`config.mk`:
```
export PLATFORM = sky130hd
export DESIGN_NAME = chat_datagram_deframer_top
export DESIGN_NICKNAME = d
export VERILOG_FILES = /design/src/hw/rtl/cdd_pkg.sv /design/src/hw/rtl/cdd_front.sv /design/src/hw/rtl/cdd_queue.sv /design/src/hw/rtl/cdd_back.sv /design/src/hw/rtl/chat_datagram_deframer_top.sv
export SDC_FILE = /design/constraint.sdc
export NUM_CORES = 1
export LEC_CHECK = 0
export BUFFER_PORTS_ARGS = -buffer_cell sky130_fd_sc_hd__buf_2
export CORE_ASPECT_RATIO = 1.25
export CORE_UTILIZATION = 56
export CTS_CLUSTER_DIAMETER = 80
export DETAILED_ROUTE_END_ITERATION = 16
export GPL_TIMING_DRIVEN = 0
export PLACE_DENSITY = 0.88
export SLEW_MARGIN = 10
export SYNTH_ARGS = -nofsm -noshare
export SYNTH_HDL_FRONTEND = slang
export SYNTH_SLANG_ARGS = --single-unit
```
`constraint.sdc`:
```
create_clock -name clk -period 2.7 [get_ports clk]
set_clock_uncertainty 0.15 [all_clocks]
set_input_delay 0.135 -clock clk [delete_from_list [all_inputs] [get_ports clk]]
set_output_delay 0.135 -clock clk [all_outputs]
set_load 0.02 [all_outputs]
```
`src/hw/rtl/cdd_pkg.sv`:
```
`timescale 1ns / 1ps
package cdd_pkg;
	typedef enum logic [12:0] {
		PH_FLAG    = 13'b0000000000001,
		PH_VER     = 13'b0000000000010,
		PH_NLEN_HI = 13'b0000000000100,
		PH_NLEN_LO = 13'b0000000001000,
		PH_NAME    = 13'b0000000010000,
		PH_MLEN_HI = 13'b0000000100000,
		PH_MLEN_LO = 13'b0000001000000,
		PH_MSG     = 13'b0000010000000,
		PH_V1_DONE = 13'b0000100000000,
		PH_V2_NAME = 13'b0001000000000,
		PH_V2_MSG  = 13'b0010000000000,
		PH_V2_DONE = 13'b0100000000000,
		PH_ERR     = 13'b1000000000000
	} phase_t;

	localparam logic [2:0] ST_OK    = 3'd0;
	localparam logic [2:0] ST_TRUNC = 3'd1;
	localparam logic [2:0] ST_FLAG  = 3'd2;
	localparam logic [2:0] ST_VER   = 3'd3;
	localparam logic [2:0] ST_TRAIL = 3'd4;
	localparam logic [2:0] ST_NL    = 3'd5;
	localparam logic [2:0] ST_B64   = 3'd6;
	localparam logic [2:0] ST_EMPTY = 3'd7;

	localparam logic [7:0] FLAG_BYTE = 8'h01;
	localparam logic [7:0] VER_ONE   = 8'h01;
	localparam logic [7:0] VER_TWO   = 8'h02;
	localparam logic [7:0] NEWLINE   = 8'h0A;
	localparam logic [6:0] B64_PAD   = 7'd64;
	localparam logic [6:0] B64_BAD   = 7'd127;

	typedef struct packed {
		logic       has_byte;
		logic [7:0] dbyte;
		logic       sel;
		logic       has_verdict;
		logic [1:0] version;
		logic [2:0] status;
	} slot_t;

	function automatic logic [6:0] b64_value(input logic [7:0] c);
		logic [6:0] v;
		v = B64_BAD;
		if (c >= 8'h41 && c <= 8'h5A) v = 7'(c - 8'h41);
		else if (c >= 8'h61 && c <= 8'h7A) v = 7'(c - 8'h61 + 8'd26);
		else if (c >= 8'h30 && c <= 8'h39) v = 7'(c - 8'h30 + 8'd52);
		else if (c == 8'h2B) v = 7'd62;
		else if (c == 8'h2F) v = 7'd63;
		else if (c == 8'h3D) v = B64_PAD;
		return v;
	endfunction
endpackage

```
`src/hw/rtl/cdd_front.sv`:
```
`timescale 1ns / 1ps
module cdd_front (
	input  logic          clk,
	input  logic          arst_n,
	input  logic          in_valid,
	input  logic [7:0]    in_byte,
	input  logic          in_last,
	output cdd_pkg::slot_t slot
);
	cdd_pkg::phase_t phase_q, ph;
	logic [15:0] rem_q, rem;
	logic [1:0]  ver_q, ver;
	logic [1:0]  pos_q, pos;
	logic [5:0]  carry_q, carry;
	logic        pad_q, pad, ne_q, ne;
	logic [2:0]  err_q, err;
	logic [6:0]  v;
	logic        emit, sel;
	logic [7:0]  dec;
	logic [2:0]  st;

	always_comb begin
		ph = phase_q; rem = rem_q; ver = ver_q; pos = pos_q; carry = carry_q;
		pad = pad_q; ne = ne_q; err = err_q;
		emit = 1'b0; dec = in_byte; sel = 1'b0;
		v = cdd_pkg::b64_value(in_byte);
		unique case (phase_q)
			cdd_pkg::PH_FLAG: begin
				if (in_byte != cdd_pkg::FLAG_BYTE) begin
					err = cdd_pkg::ST_FLAG; ph = cdd_pkg::PH_ERR;
				end else ph = cdd_pkg::PH_VER;
			end
			cdd_pkg::PH_VER: begin
				if (in_byte == cdd_pkg::VER_ONE) begin
					ver = 2'd1; ph = cdd_pkg::PH_NLEN_HI;
				end else if (in_byte == cdd_pkg::VER_TWO) begin
					ver = 2'd2; ph = cdd_pkg::PH_V2_NAME;
					pos = '0; carry = '0; pad = 1'b0; ne = 1'b0;
				end else begin
					err = cdd_pkg::ST_VER; ph = cdd_pkg::PH_ERR;
				end
			end
			cdd_pkg::PH_NLEN_HI, cdd_pkg::PH_MLEN_HI: begin
				rem = {in_byte, 8'h00};
				ph = (phase_q == cdd_pkg::PH_NLEN_HI) ? cdd_pkg::PH_NLEN_LO
					: cdd_pkg::PH_MLEN_LO;
			end
			cdd_pkg::PH_NLEN_LO, cdd_pkg::PH_MLEN_LO: begin
				rem = {rem_q[15:8], in_byte};
				if (phase_q == cdd_pkg::PH_NLEN_LO)
					ph = (rem != '0) ? cdd_pkg::PH_NAME : cdd_pkg::PH_MLEN_HI;
				else
					ph = (rem != '0) ? cdd_pkg::PH_MSG : cdd_pkg::PH_V1_DONE;
			end
			cdd_pkg::PH_NAME, cdd_pkg::PH_MSG: begin
				emit = 1'b1;
				sel = (phase_q == cdd_pkg::PH_MSG);
				rem = rem_q - 16'd1;
				if (rem == '0)
					ph = sel ? cdd_pkg::PH_V1_DONE : cdd_pkg::PH_MLEN_HI;
			end
			cdd_pkg::PH_V1_DONE, cdd_pkg::PH_V2_DONE: begin
				err = cdd_pkg::ST_TRAIL; ph = cdd_pkg::PH_ERR;
			end
			cdd_pkg::PH_V2_NAME, cdd_pkg::PH_V2_MSG: begin
				sel = (phase_q == cdd_pkg::PH_V2_MSG);
				if (in_byte == cdd_pkg::NEWLINE) begin
					if (pos_q != 2'd0) begin
						err = cdd_pkg::ST_B64; ph = cdd_pkg::PH_ERR;
					end else if (!ne_q) begin
						err = cdd_pkg::ST_EMPTY; ph = cdd_pkg::PH_ERR;
					end else begin
						ph = sel ? cdd_pkg::PH_V2_DONE : cdd_pkg::PH_V2_MSG;
						pos = '0; carry = '0; pad = 1'b0; ne = 1'b0;
					end
				end else if (v == cdd_pkg::B64_BAD) begin
					err = cdd_pkg::ST_B64; ph = cdd_pkg::PH_ERR;
				end else if (pad_q) begin
					if (pos_q == 2'd0 || v != cdd_pkg::B64_PAD) begin
						err = cdd_pkg::ST_B64; ph = cdd_pkg::PH_ERR;
					end else pos = pos_q + 2'd1;
				end else if (v == cdd_pkg::B64_PAD) begin
					if (pos_q < 2'd2) begin
						err = cdd_pkg::ST_B64; ph = cdd_pkg::PH_ERR;
					end else begin
						pad = 1'b1; pos = pos_q + 2'd1;
					end
				end else begin
					unique case (pos_q)
						2'd0: begin carry = v[5:0]; pos = 2'd1; end
						2'd1: begin
							dec = {carry_q[5:0], v[5:4]}; carry = {2'b00, v[3:0]};
							pos = 2'd2; emit = 1'b1; ne = 1'b1;
						end
						2'd2: begin
							dec = {carry_q[3:0], v[5:2]}; carry = {4'b0, v[1:0]};
							pos = 2'd3; emit = 1'b1; ne = 1'b1;
						end
						default: begin
							dec = {carry_q[1:0], v[5:0]}; carry = '0;
							pos = 2'd0; emit = 1'b1; ne = 1'b1;
						end
					endcase
				end
			end
			default: ph = cdd_pkg::PH_ERR;
		endcase
		priority if (ph == cdd_pkg::PH_ERR) st = err;
		else if (ph == cdd_pkg::PH_V1_DONE || ph == cdd_pkg::PH_V2_DONE) st = cdd_pkg::ST_OK;
		else if (ph == cdd_pkg::PH_V2_NAME || ph == cdd_pkg::PH_V2_MSG) st = cdd_pkg::ST_NL;
		else st = cdd_pkg::ST_TRUNC;
		slot.has_byte = in_valid && emit;
		slot.dbyte = dec;
		slot.sel = sel;
		slot.has_verdict = in_valid && in_last;
		slot.version = ver;
		slot.status = st;
	end

	always_ff @(posedge clk or negedge arst_n) begin
		if (!arst_n) begin
			phase_q <= cdd_pkg::PH_FLAG; rem_q <= '0; ver_q <= '0; pos_q <= '0;
			carry_q <= '0; pad_q <= 1'b0; ne_q <= 1'b0; err_q <= cdd_pkg::ST_OK;
		end else if (in_valid) begin
			if (in_last) begin
				phase_q <= cdd_pkg::PH_FLAG; rem_q <= '0; ver_q <= '0; pos_q <= '0;
				carry_q <= '0; pad_q <= 1'b0; ne_q <= 1'b0; err_q <= cdd_pkg::ST_OK;
			end else begin
				phase_q <= ph; rem_q <= rem; ver_q <= ver; pos_q <= pos;
				carry_q <= carry; pad_q <= pad; ne_q <= ne; err_q <= err;
			end
		end
	end

	assert property (@(posedge clk) disable iff (!arst_n)
		slot.has_byte |-> (ver_q != 2'd0))
		else $error("field byte before version");
	assert property (@(posedge clk) disable iff (!arst_n)
		in_valid && in_last |=> phase_q == cdd_pkg::PH_FLAG)
		else $error("no return to flag after last");
	assert property (@(posedge clk) disable iff (!arst_n)
		phase_q == cdd_pkg::PH_ERR |-> err_q != cdd_pkg::ST_OK)
		else $error("error phase without code");
endmodule

```
`src/hw/rtl/cdd_queue.sv`:
```
`timescale 1ns / 1ps
module cdd_queue (
	input  logic           clk,
	input  logic           arst_n,
	input  logic           push,
	input  cdd_pkg::slot_t push_slot,
	output logic           ready,
	input  logic           pop,
	output logic           not_empty,
	output cdd_pkg::slot_t head
);
	cdd_pkg::slot_t mem_q [4];
	logic [1:0] wr_q, rd_q;
	logic [2:0] cnt_q;

	assign ready = (cnt_q < 3'd3);
	assign not_empty = (cnt_q != 3'd0);
	assign head = mem_q[rd_q];

	always_ff @(posedge clk) begin
		if (push) mem_q[wr_q] <= push_slot;
	end

	always_ff @(posedge clk or negedge arst_n) begin
		if (!arst_n) begin
			wr_q <= '0; rd_q <= '0; cnt_q <= '0;
		end else begin
			if (push) wr_q <= wr_q + 2'd1;
			if (pop) rd_q <= rd_q + 2'd1;
			cnt_q <= cnt_q + 3'(push) - 3'(pop);
		end
	end

	assert property (@(posedge clk) disable iff (!arst_n) cnt_q <= 3'd4)
		else $error("queue overflow");
	assert property (@(posedge clk) disable iff (!arst_n) pop |-> not_empty)
		else $error("pop from empty queue");
	assert property (@(posedge clk) disable iff (!arst_n)
		push && !pop |=> cnt_q == $past(cnt_q) + 3'd1)
		else $error("count slip");
endmodule

```
`src/hw/rtl/cdd_back.sv`:
```
`timescale 1ns / 1ps
module cdd_back (
	input  logic           clk,
	input  logic           arst_n,
	input  logic           not_empty,
	input  cdd_pkg::slot_t head,
	output logic           pop,
	output logic           tvalid,
	input  logic           tready,
	output logic [13:0]    tdata,
	output logic           tuser
);
	logic byte_done_q;
	logic need_byte, fire, last_part;

	assign need_byte = head.has_byte && !byte_done_q;
	assign tvalid = not_empty;
	assign tuser = !need_byte;
	assign tdata = need_byte ? {cdd_pkg::ST_OK, head.version, head.sel, head.dbyte}
		: {head.status, head.version, 1'b0, 8'h00};
	assign fire = tvalid && tready;
	assign last_part = !(need_byte && head.has_verdict);
	assign pop = fire && last_part;

	always_ff @(posedge clk or negedge arst_n) begin
		if (!arst_n) byte_done_q <= 1'b0;
		else if (pop) byte_done_q <= 1'b0;
		else if (fire) byte_done_q <= 1'b1;
	end

	assert property (@(posedge clk) disable iff (!arst_n)
		byte_done_q |-> not_empty && head.has_verdict)
		else $error("split slot lost");
	assert property (@(posedge clk) disable iff (!arst_n)
		tvalid && !tready |=> tvalid)
		else $error("valid dropped under stall");
endmodule

```
`src/hw/rtl/chat_datagram_deframer_top.sv`:
```
`timescale 1ns / 1ps
// Chat datagram deframer.
// Input stream s_axis: one datagram byte per item, tlast on the final byte.
// Output stream m_axis: decoded name/message bytes (tuser 0) and one verdict
// per datagram (tuser 1), the verdict always the last item of its datagram.
// A front stage parses one byte per cycle while s_axis_tready is high and
// writes at most one slot per byte into a four-entry queue; the back stage
// drains slots to m_axis. A result enters the queue when its byte is accepted.
// Throughput: one input byte per cycle while s_axis_tready is high; a final
// byte that also decodes a field byte yields two output items.
// Reset clears parser state and the queue; the first byte is taken as flag.
// When m_axis stalls the queue fills and s_axis_tready drops once three
// slots are pending; nothing is lost or repeated.
module chat_datagram_deframer_top (
	input  logic        clk,
	input  logic        arst_n,
	input  logic        s_axis_tvalid,
	output logic        s_axis_tready,
	input  logic [7:0]  s_axis_tdata,  // data_byte
	input  logic        s_axis_tlast,  // end_of_packet
	output logic        m_axis_tvalid,
	input  logic        m_axis_tready,
	output logic [15:0] m_axis_tdata,  // out_byte, field_select, packet_version, status
	output logic        m_axis_tuser   // is_verdict
);
	cdd_pkg::slot_t fslot, head;
	logic acc, push, pop, not_empty;
	logic [13:0] data14;

	assign acc = s_axis_tvalid && s_axis_tready;
	assign push = acc && (fslot.has_byte || fslot.has_verdict);
	assign m_axis_tdata = {2'b00, data14};

	cdd_front u_front (.clk, .arst_n, .in_valid(acc), .in_byte(s_axis_tdata),
		.in_last(s_axis_tlast), .slot(fslot));
	cdd_queue u_queue (.clk, .arst_n, .push, .push_slot(fslot), .ready(s_axis_tready),
		.pop, .not_empty, .head);
	cdd_back u_back (.clk, .arst_n, .not_empty, .head, .pop, .tvalid(m_axis_tvalid),
		.tready(m_axis_tready), .tdata(data14), .tuser(m_axis_tuser));
endmodule

```
### Word level (Yosys, flattened, before mapping)

Memory sizes are Yosys's and may differ from the RTL's.
Index checks and enable logic that the tools add are counted.

| word-level totals | value |
|---|---|
| flip-flop bits (word level) | 52 |
| input port bits | 13 |
| word-level logic and storage cells | 220 |
| memories | 1 |
| output and inout port bits | 19 |
| RAM bits | 64 |

| cells by class | value |
|---|---|
| reductions and logical operators | 38 |
| multiplexer cells | 109 |
| equal/unequal tests | 40 |
| $add $sub $neg | 11 |
| magnitude comparators | 8 |

Memories:

| name | words | bits a word | read ports | clocked after memory_dff | write ports | RTL line | source |
|---|---|---|---|---|---|---|---|
| u_queue.mem_q | 4 | 16 | 1 | 0 | 1 | cdd_queue.sv:12 | `cdd_pkg::slot_t mem_q [4];` |

Operators by type and width:

| kind | number |
|---|---|
| 2-to-1 mux 13 bit | 14 |
| one-hot mux 13 bit (6 select lines) | 1 |
| 2-to-1 mux 6 bit | 11 |
| one-hot mux 16 bit (3 select lines) | 1 |
| 2-to-1 mux 3 bit | 15 |
| 2-to-1 mux 7 bit | 6 |
| 2-to-1 mux 8 bit | 5 |
| 2-to-1 mux 2 bit | 15 |
| AND reduction 9 bit | 3 |
| == test 13 x 10 -> 1 bit, second input constant | 2 |
| == test 13 x 11 -> 1 bit, second input constant | 2 |
| == test 13 x 12 -> 1 bit, second input constant | 2 |
| == test 13 x 9 -> 1 bit, second input constant | 2 |
| 2-to-1 mux 1 bit | 26 |
| == test 8 x 6 -> 1 bit, second input constant | 3 |
| one-hot mux 8 bit (3 select lines) | 1 |
| 2-to-1 mux 9 bit | 2 |
| one-hot mux 6 bit (3 select lines) | 1 |
| >= comparator 8 x 7 -> 1 bit, second input constant | 2 |
| less-or-equal comparator 8 x 7 -> 1 bit, second input constant | 2 |
| logical NOT 16 bit | 1 |
| 2-to-1 mux 16 bit | 1 |
| inequality test 4 x 3 -> 1 bit, second input constant | 4 |
| nonzero test 16 bit | 1 |
| other kinds (53) | 83 |

### Logic depth before layout (Yosys ltp)

Gate-level depths: netlist of run 1.

| depth | value |
|---|---|
| word-level depth | 19 |
| depth in mapped cells | 15 |
| mapped depth without buffers | 13 |

### By module

A second synthesis of run 1 with hierarchy kept.

| unflattened totals | value |
|---|---|
| cells, all modules | 675 |
| area, all modules | 6931.6 µm² |

Modules (own cells, without submodules):

| module | instances | cells an instance | area each (µm²) |
|---|---|---|---|
| cdd_front | 1 | 528 | 3966.3 |
| cdd_queue | 1 | 119 | 2746.4 |
| cdd_back | 1 | 23 | 183.9 |
| chat_datagram_deframer_top | 1 | 5 | 35.0 |

### Worst setup path before layout of run 1

Ideal clock, no wire load.

| path | value |
|---|---|
| path kind | in2reg |
| start point | in s_axis_tdata[2] |
| end point | reg u_queue.cnt_q[2] |
| data required time | 2.428 ns |
| data arrival time | 3.233 ns |
| setup slack | -0.804 ns |
| cell stages on the path | 14 |
| path through | buf_2 inv_1 ha_1 nor2b_4 o21ai_2 o2bb2ai_1 o41a_1 or4_4 o211ai_2 nor4_2 o31a_4 ha_1 fa_1 xor2_1 |

| on the way | value |
|---|---|
| word-level cells in the longest chain between the ends | 18 |
| elaborated cells between the ends (all ways) | 36 |
| classes of those cells | add/sub: 7; order compare: 6; eq/ne: 6; mux: 11; reduce/logical: 6 |

Ends and longest elaborated chain:

| element | RTL line | source |
|---|---|---|
| from (decl) | chat_datagram_deframer_top.sv:19 | `input logic [7:0] s_axis_tdata,` |
| parallel branches: the longest is 11 deep, another holds subtractor 7 x 6 -> 7 bit | n/a |  |
| 2-to-1 mux 1 bit * | cdd_front.sv:67 | `if (in_byte == cdd_pkg::NEWLINE) begin` |
| one-hot mux 1 bit (2 select lines) * | cdd_front.sv:27 | `unique case (phase_q)` |
| logical AND 1 bit * | cdd_front.sv:112 | `slot.has_byte = in_valid && emit;` |
| logical OR 1 bit * | chat_datagram_deframer_top.sv:31 | `assign push = acc && (fslot.has_byte \|\| fslot.has_verdict);` |
| logical AND 1 bit * | chat_datagram_deframer_top.sv:31 |  |
| via push | chat_datagram_deframer_top.sv:27 | `logic acc, push, pop, not_empty;` |
| adder 3 x 1 -> 3 bit * | cdd_queue.sv:30 | `cnt_q <= cnt_q + 3'(push) - 3'(pop);` |
| subtractor 3 x 1 -> 3 bit * | cdd_queue.sv:30 |  |
| to (signal assigned) | cdd_queue.sv:30 |  |
| to (decl) | cdd_queue.sv:14 | `logic [2:0] cnt_q;` |

Mark *: on every way through the listed nets, which the timed path passes.
A chain may end at the register's enable or synchronous reset.

### Worst setup path after layout of run 1

Ends and elaborated chain as after synthesis.

==> results of run 1 <==
power breakdown:
group          internal (µW)  switching, µW  total (µW)
logic                   1420           2000        3420
clock network           1440            808        2250
registers               2230            283        2510
total                   5090           3090        8180
registers in the layout, summed over array words and instances, names as in the netlist, 2 cells and up:
signal and cells:
u_queue.rd_q 2, u_front.ver_q 2, u_queue.cnt_q 3, u_front.pos_q 2
u_front.err_q 3, u_front.rem_q 16, u_front.phase_q 13, u_queue.mem_q 64
u_front.carry_q 6, u_queue.wr_q 2
routing by layer:
metal | vias up | part of all wire (%) | track usage (%)
met3 | 130 | 8.3 | 6.78
met2 | 458 | 52 | 55.8
li1 | 2766 | - | -
met5 | - | 0 | 0
met1 | 3074 | 34 | 36.7
met4 | 0 | 5.2 | 17.0
metrics by stage:
step,area (µm²),TNS (ns),util (%),setup slack [ns],std cells
after floorplan,7110,-19.59,-,-0.466,682
after global placement,7450,-82.03,61.6,-0.899,873
after detailed placement,7450,-94.59,61.6,-0.970,873
after CTS,8510,-15.66,70.3,-0.323,930
after global routing,8980,-28.40,74.2,-0.359,959
final,8980,-21.86,74.2,-0.331,959
repair_timing:
action | CTS | global route
pin swaps | 20 | 24
setup buffers | 22 | 31
hold buffers | 2 | 0
endpoints found under the hold margin | 52 | 0
setup endpoints to repair | 152 | 149
cloned | 4 | 0
resized for setup | 66 | 69
how the worst min path moves through the flow:
stage / depth (start not counted) / end
4_1_cts: 3 / u_front.rem_q[7]$_DFFE_PN0P_
5_1_grt: 3 / u_front.rem_q[7]$_DFFE_PN0P_
3_5_place_dp: 1 / u_front.carry_q[0]$_DFFE_PN0P_
3_3_place_gp: 3 / u_back.byte_done_q$_DFFE_PN0P_
2_1_floorplan: 0 / u_back.byte_done_q$_DFFE_PN0P_
6_report: 3 / u_front.rem_q[7]$_DFFE_PN0P_
logic make-up after synthesis:
group | Yosys count | synth area share, %
muxes | 20 | 5.87
DFF | 116 | 46.5
other | 1 | 0.0541
xor gates and xnor gates | 14 | 1.77
and+or+nand+nor | 245 | 18.2
buffers and inverters | 73 | 4.37
AOI/OAI and AO/OA | 187 | 18.6
adders and majority gates | 25 | 4.62
cell type report:
cell class,count,share of cell area [%]
Clock inverter,14,1.81
Sequential cell,116,35.9
Timing Repair Buffer,81,6.65
Multi-Input combinational cell,497,44.2
Tap cell,164,2.29
Buffer,37,2.70
Clock buffer,18,4.78
Inverter,32,1.62
worst min-delay path: stages:
cell and delay [ns]:
buf_2 0.19, a22oi_1 0.11, o21ai_0 0.13
cells in the final DEF, fill, tap and decap left out, drive strengths merged, types with 4 or more instances in the layout:
| master | netlist | final |
|---|---|---|
| o21ai | 47 | 47 |
| nand4b | 4 | 4 |
| inv | 32 | 31 |
| o211ai | 4 | 4 |
| edfxtp | 64 | 64 |
| nor2 | 52 | 52 |
| nor4 | 8 | 8 |
| nor3 | 20 | 20 |
| a21oi | 35 | 35 |
| nand2 | 64 | 64 |
| or4 | 4 | 4 |
| nand2b | 8 | 8 |
| and2 | 11 | 15 |
| a22o | 7 | 7 |
| a31oi | 7 | 7 |
| a22oi | 16 | 16 |
| ha | 24 | 24 |
| buf | 13 | 94 |
| xor2 | 8 | 8 |
| clkinvlp | 0 | 4 |
| nor2b | 21 | 21 |
| and3 | 9 | 9 |
| nand3b | 6 | 6 |
| clkinv | 0 | 8 |
| mux4 | 16 | 16 |
| clkbuf | 28 | 40 |
| a21o | 5 | 5 |
| nand3 | 15 | 15 |
| xnor2 | 6 | 6 |
| o21a | 6 | 6 |
| nand4 | 9 | 9 |
| a32o | 5 | 5 |
| o31ai | 17 | 17 |
| dfrtp | 51 | 51 |
| o41ai | 4 | 4 |
==> impl_results.md, run 1 <==
- FF+latch area: 0.00323 mm²
- First-pass GRT wire length: 31.1 mm
- Clk root buf: clkbuf_16
- Critical path buffers and inverters: 6
- Number of cells on the critical path: 16
- Worst IR Drop VDD: 610 µV
- Synth Area per Inst: between 10 and 15 µm²
- Wirelength, routed: between 20 and 25 mm
- Multi-input logic area: 0.00397 mm²
- Startpoint types: input pin
- Worst Setup EP: u_queue.cnt_q[2]$_DFF_PN0_
- Area leader, netlist: edfxtp_1
- CTS max path bufs: 2
- Number of cells on the worst reg-to-reg path: 8
- Flops & latches, synth: between 100 and 150
- Maxcap violations: 0
- Initial core utilization: between 50 and 60%
- Nets@finish: 820
- Layout area overhead: 29.6%
- Clock slew seen by the registers of the worst setup and hold paths: about 0.050 ns
- Vias in the first global route: around 6k
- Synth Flop Type: edfxtp_1
- Final hold vios: 0
- RSZ-0062 raised after global routing: true
- Most instantiated cells after synthesis: edfxtp_1 (64), nand2_1 (64), nor2_1 (52), dfrtp_1 (51), o21ai_0 (43)
- Post-route ant nets: 0
- Total CTS buffers: 17
- DR vias: 6428
- R2R Setup Slk: -0.20 ns
- Largest net degree at the start of global routing: 53
- Crit path DAT: 3.18 ns
- EDFF count, synth: 64
- Hold WS: 0.0395 ns
- Pleak: 0.00357 µW
- PortBufs: 27
- HP Start: s_axis_tdata[7]
- Reg-to-reg startpoint: u_queue.rd_q[0]$_DFFE_PN0P_
- Min Tclk post-route: 3.03 ns
- Filler cell count: 772
- Ys async rst share: 44.8%
- Failing checks: setup timing
- CP Capture Type: register
- Layout cell share with drive strength beyond 1: between 30% and 40%
- Synth Instances: 681
- Top post-synthesis cells by area: edfxtp_1 (28%), dfrtp_1 (18%), mux4_2 (5.2%)
- Crit path required time: 2.85 ns
- IO Count: 32
- Gpl congestion: 0.954
- Post-DP HPWL: 12.5 mm
- CP max stage delay: 0.55 ns
- Die height: 126 µm
- H-tree depth: 4
- Post-synthesis sequential area ratio: 46.5%
- Kind of cell adding the most delay to the critical path: compound AO/OA/AOI/OAI gates
- Yosys cell types: 79
- Wire per inst: 21.9 µm
- Diode count: 0
- Total grt overflow: 0
- CORE AREA: 0.0121 mm²
- Fmax: 330 MHz
- Initial antenna violation count: 0
- Pwr dens: between 900 and 1000 mW/mm²
- Hold WC Path Type: in2reg
- Slowest-stage cell, CP: or4_4
- CTS sink cnt: 116
- CTS tree: done
- Tcrit/Tclk final: 112%
- 1st-iter DRT viols: 745
- Synth warn: 0
- WS Path Type: in2reg
- Worst R2R End: u_queue.cnt_q[1]$_DFF_PN0_
- DRC Markers: 0
- Slew at the pin closest to its max-slew limit: 0.718 ns
- Final setup fails: 107
- GRT Util Overall: approximately a third
- Worst-path maximum fanout: 6
- Mapped cell area: approximately 0.007 mm²
- Worst setup path startpoint: s_axis_tdata[2]
- Setup ws final: -0.331 ns
- Row count: 45
- Synth top area share: 27.7%
- Drt pass-1 iters: 6
- Slew Viols, Final: 0
- Status: complete, but fails checks
- Die area: 0.0128 mm²
- Via density: 6.70
- Slew HR: 52.1%
- Power, Total: 8180 µW
- Die W: 102 µm
- CP Cell Sequence: buf_8, buf_12, clkinv_8, buf_12, ha_4, buf_4, buf_4, o2bb2ai_4, o41a_1, or4_4, o211ai_4, nor4_4, o31a_4, ha_4, fa_2, xor2_1
- Worst-Skew Late Latency: 0.42 ns
No activity file was read; power rests on OpenSTA's default activity.
==> run 2: changes to the inputs <==
--- a/config.mk
+++ b/config.mk
@@ -7,11 +7,11 @@
 export LEC_CHECK = 0
 export BUFFER_PORTS_ARGS = -buffer_cell sky130_fd_sc_hd__buf_2
 export CORE_ASPECT_RATIO = 1.25
-export CORE_UTILIZATION = 56
+export CORE_UTILIZATION = 60
 export CTS_CLUSTER_DIAMETER = 80
 export DETAILED_ROUTE_END_ITERATION = 16
 export GPL_TIMING_DRIVEN = 0
-export PLACE_DENSITY = 0.88
+export PLACE_DENSITY = 0.89
 export SLEW_MARGIN = 10
 export SYNTH_ARGS = -nofsm -noshare
 export SYNTH_HDL_FRONTEND = slang
==> constraint.sdc (replaced) <==
create_clock -name clk -period 2.9 [get_ports clk]
set_clock_uncertainty 0.15 [all_clocks]
set_input_delay 0.145 -clock clk [delete_from_list [all_inputs] [get_ports clk]]
set_output_delay 0.145 -clock clk [all_outputs]
set_load 0.02 [all_outputs]
==> run 2 against run 1 <==
The flow finishes with violations (DRC, setup timing). Register-to-register slack gained 0.25 ns. Cell area down 4.7%. Sequential share of layout area rose by 1.8 points. Power is 12% lower. Cell count down 5.7%. Routed wire length fell by 4.6%. Combinational power fell by 15%. Worst setup slack gained 0.24 ns. Utilization is 2.3 points higher. Global-route usage rose by 1.9 points. Critical path depth fell by 1. Largest cell class unchanged.
==> impl_results.md, run 2 (synthesis gave the netlist of run 1 again) <==
- Worst IR Drop VDD: 471 µV (-23%)
- Initial antenna violation count: 1 (+1)
- Commonest cells after routing, fill and taps aside: edfxtp_1 (64), nand2_1 (61), dfrtp_1 (50)
- Placed instance area: 0.00740 mm² (-0.64%)
- Die area: 0.0120 mm² (-6.5%)
- H-tree depth: 4 (unchanged)
- Post-DP HPWL: 12.6 mm (+1.1%)
- Crit path DAT: 3.14 ns (-0.04 ns)
- 1st-iter DRT viols: 827 (+11%)
- Filler cell count: 688 (-11%)
- CTS tree: done
- Slew Viols, Final: 0 (unchanged)
- Crit path required time: 3.05 ns (+0.20 ns)
- Status: complete, but fails checks
- Die W: 98.1 µm (-3.3%)
- Clk root buf: clkbuf_16
- FF+latch area: 0.00323 mm² (unchanged)
- Min Tclk post-route: 2.99 ns
- Final hold vios: 0 (unchanged)
- Largest net degree at the start of global routing: 53 (unchanged)
- CP Capture Type: register
- Internal power: 4390 µW (-14%)
- CTS sink cnt: 116 (unchanged)
- Setup ws final: -0.0903 ns (+0.241 ns)
- Vias in the first global route: 6062 (-1.3%)
- Top flop regs: u_queue.mem_q x64, u_front.rem_q x16, u_front.phase_q x13
- GRT Util Overall: 34.1% (+1.9 points)
- Sw frac: 38.7% (+0.90 points)
- Sequential power share: 32.1% (+1.4 points)
- Wire per inst: 22.1 µm (+1.2%)
- Layout cell share with drive strength beyond 1: 25.4% (-5.1 points)
- Failing checks: DRC, setup timing
- Wirelength, routed: 20.0 mm (-4.6%)
- Diode count: 0 (unchanged)
- Final Cell Area: 0.00856 mm² (-4.7%)
- Pwr dens: 838 mW/mm² (-8.0%)
- Maxcap violations: 0 (unchanged)
- Clock slew seen by the registers of the worst setup and hold paths: 0.06 ns (about the same)
- Max reg flops: 64 (unchanged)
- Nets@finish: 794 (-3.2%)
- Startpoint types: input pin
- Drt pass-1 iters: 12 (+6)
- Slew at the pin closest to its max-slew limit: 0.714 ns (-0.00387 ns)
- Row count: 43 (-4.4%)
- Total grt overflow: 0 (unchanged)
- DR vias: 6207 (-3.4%)
- Final setup fails: 67 (-37%)
- DRC Markers: 5 (+5)
- First-pass GRT wire length: 30.9 mm (-0.60%)
- CORE AREA: 0.0112 mm² (-7.6%)
- Psw: 2780 µW (-10%)
- Pleak: 0.00339 µW (-5.2%)
- Die height: 122 µm (-3.3%)
- Slew HR: 52.4% (+0.26 points)
- Multi-input logic area: 0.00382 mm² (-3.8%)
- Gpl congestion: 0.971 (+1.8%)
- Power, Total: 7170 µW (-12%)
- Worst-Skew Late Latency: 0.41 ns (about the same)
- Total CTS buffers: 17 (unchanged)
- Comb pwr share: 40.6% (-1.3 points)
- IO Count: 32 (unchanged)
- Via density: 6.87 (+2.4%)
- Hold WC Path Type: in2reg
- RSZ-0062 raised after global routing: true
- Initial core utilization: 61.9% (+4.7 points)
- Tcrit/Tclk final: 103%
- Setup total negative slack: -4.03 ns (+17.83 ns)
- Worst-path maximum fanout: 4 (-2)
- CTS max path bufs: 2 (unchanged)
- Most flops, register: u_queue.mem_q
- Post-route ant nets: 0 (unchanged)
- Layout area overhead: 23.5%
- PortBufs: 27 (unchanged)
- WS Path Type: in2reg
- Fmax: 334 MHz
- Clock Power Share: 27.3% (-0.2 points)
- Commonest non-fill, non-tap cell in the layout: edfxtp_1
-- run 2: changes by cell type in the layout (fill, tap and decap cells not counted), moves of 3 or more --
cell	delta
clkbuf_1	+3
nor3_4	-3
clkinv_1	-3
nor3_2	+3
buf_6	-3
buf_4	-25
clkinv_2	+3
o21ai_2	-5
o21ai_0	+5
-- run 2: worst paths after layout --
| path | startpoint | to | slack, ns | cells after the start |
|---|---|---|---|---|
| max | s_axis_tdata[3] | u_queue.cnt_q[2]$_DFF_PN0_ | -0.09 | 15 |
| min | s_axis_tdata[6] | u_front.rem_q[6]$_DFFE_PN0P_ | 0.03 | 3 |
| max reg2reg | u_queue.rd_q[1]$_DFFE_PN0P_ | u_queue.cnt_q[1]$_DFF_PN0_ | 0.05 | 8 |
| min reg2reg | u_front.carry_q[4]$_DFFE_PN0P_ | u_front.carry_q[4]$_DFFE_PN0P_ | 0.36 | 1 |
| max in group asynchronous | arst_n | u_queue.rd_q[0]$_DFFE_PN0P_ | 1.89 | 2 |
| min in group asynchronous | arst_n | u_front.carry_q[1]$_DFFE_PN0P_ | 0.15 | 2 |
-- run 2: what timing repair did --
action,in CTS,in global routing
gates resized for setup,46,48
setup buffers,19,9
endpoints found under the hold margin,52,0
pin swaps,19,18
gates cloned,4,0
endpoints found under the setup margin,115,132
hold buffers,2,0
-- run 2: metal layers --
| metal | part of all wire [%] | global-route usage [%] |
|---|---|---|
| met1 | 34 | 38.1 |
| met2 | 51 | 59.2 |
| met3 | 8.7 | 6.71 |
| met4 | 6.0 | 22.6 |
| met5 | 0.065 | 0 |
-- run 2: power groups by stage --
stage,logic (µW),clock network [µW],registers (µW)
after floorplan,1910,0,2210
after global placement,2420,0,2240
after detailed placement,2550,0,2270
after CTS,2670,1950,2310
after global routing,3130,2030,2320
final,2910,1960,2300
-- run 2: layout make-up --
| cell class | instances | share of cell area [%] |
|---|---|---|
| timing repair buffer | 57 | 4.91 |
| multi-input combinational | 497 | 44.6 |
| tap | 135 | 1.97 |
| sequential | 116 | 37.7 |
| inverter | 32 | 1.87 |
| buffer | 35 | 2.40 |
| clock inverter | 15 | 1.56 |
| clock buffer | 17 | 4.97 |
-- run 2: metrics by stage --
| step | utilization, % | setup WS [ns] | hold WS (ns) | cells |
|---|---|---|---|---|
| after floorplan | - | -0.277 | -0.301 | 682 |
| after global placement | 66.2 | -0.673 | 0.257 | 844 |
| after detailed placement | 66.2 | -0.742 | 0.274 | 844 |
| after CTS | 74.3 | -0.0859 | 0.0204 | 899 |
| after global routing | 76.5 | -0.192 | 0.0657 | 904 |
| final | 76.5 | -0.0903 | 0.0304 | 904 |
-- run 2: critical path: stages --
cell and delay, ns:
buf_6 0.10, buf_8 0.12, inv_8 0.04, ha_2 0.32
nor2b_1 0.05, o21ai_1 0.21, nand2_1 0.08, o41a_1 0.39
or4_4 0.45, o211ai_4 0.12, nor4_4 0.07, o31a_4 0.39
ha_4 0.17, fa_2 0.33, xor2_1 0.15
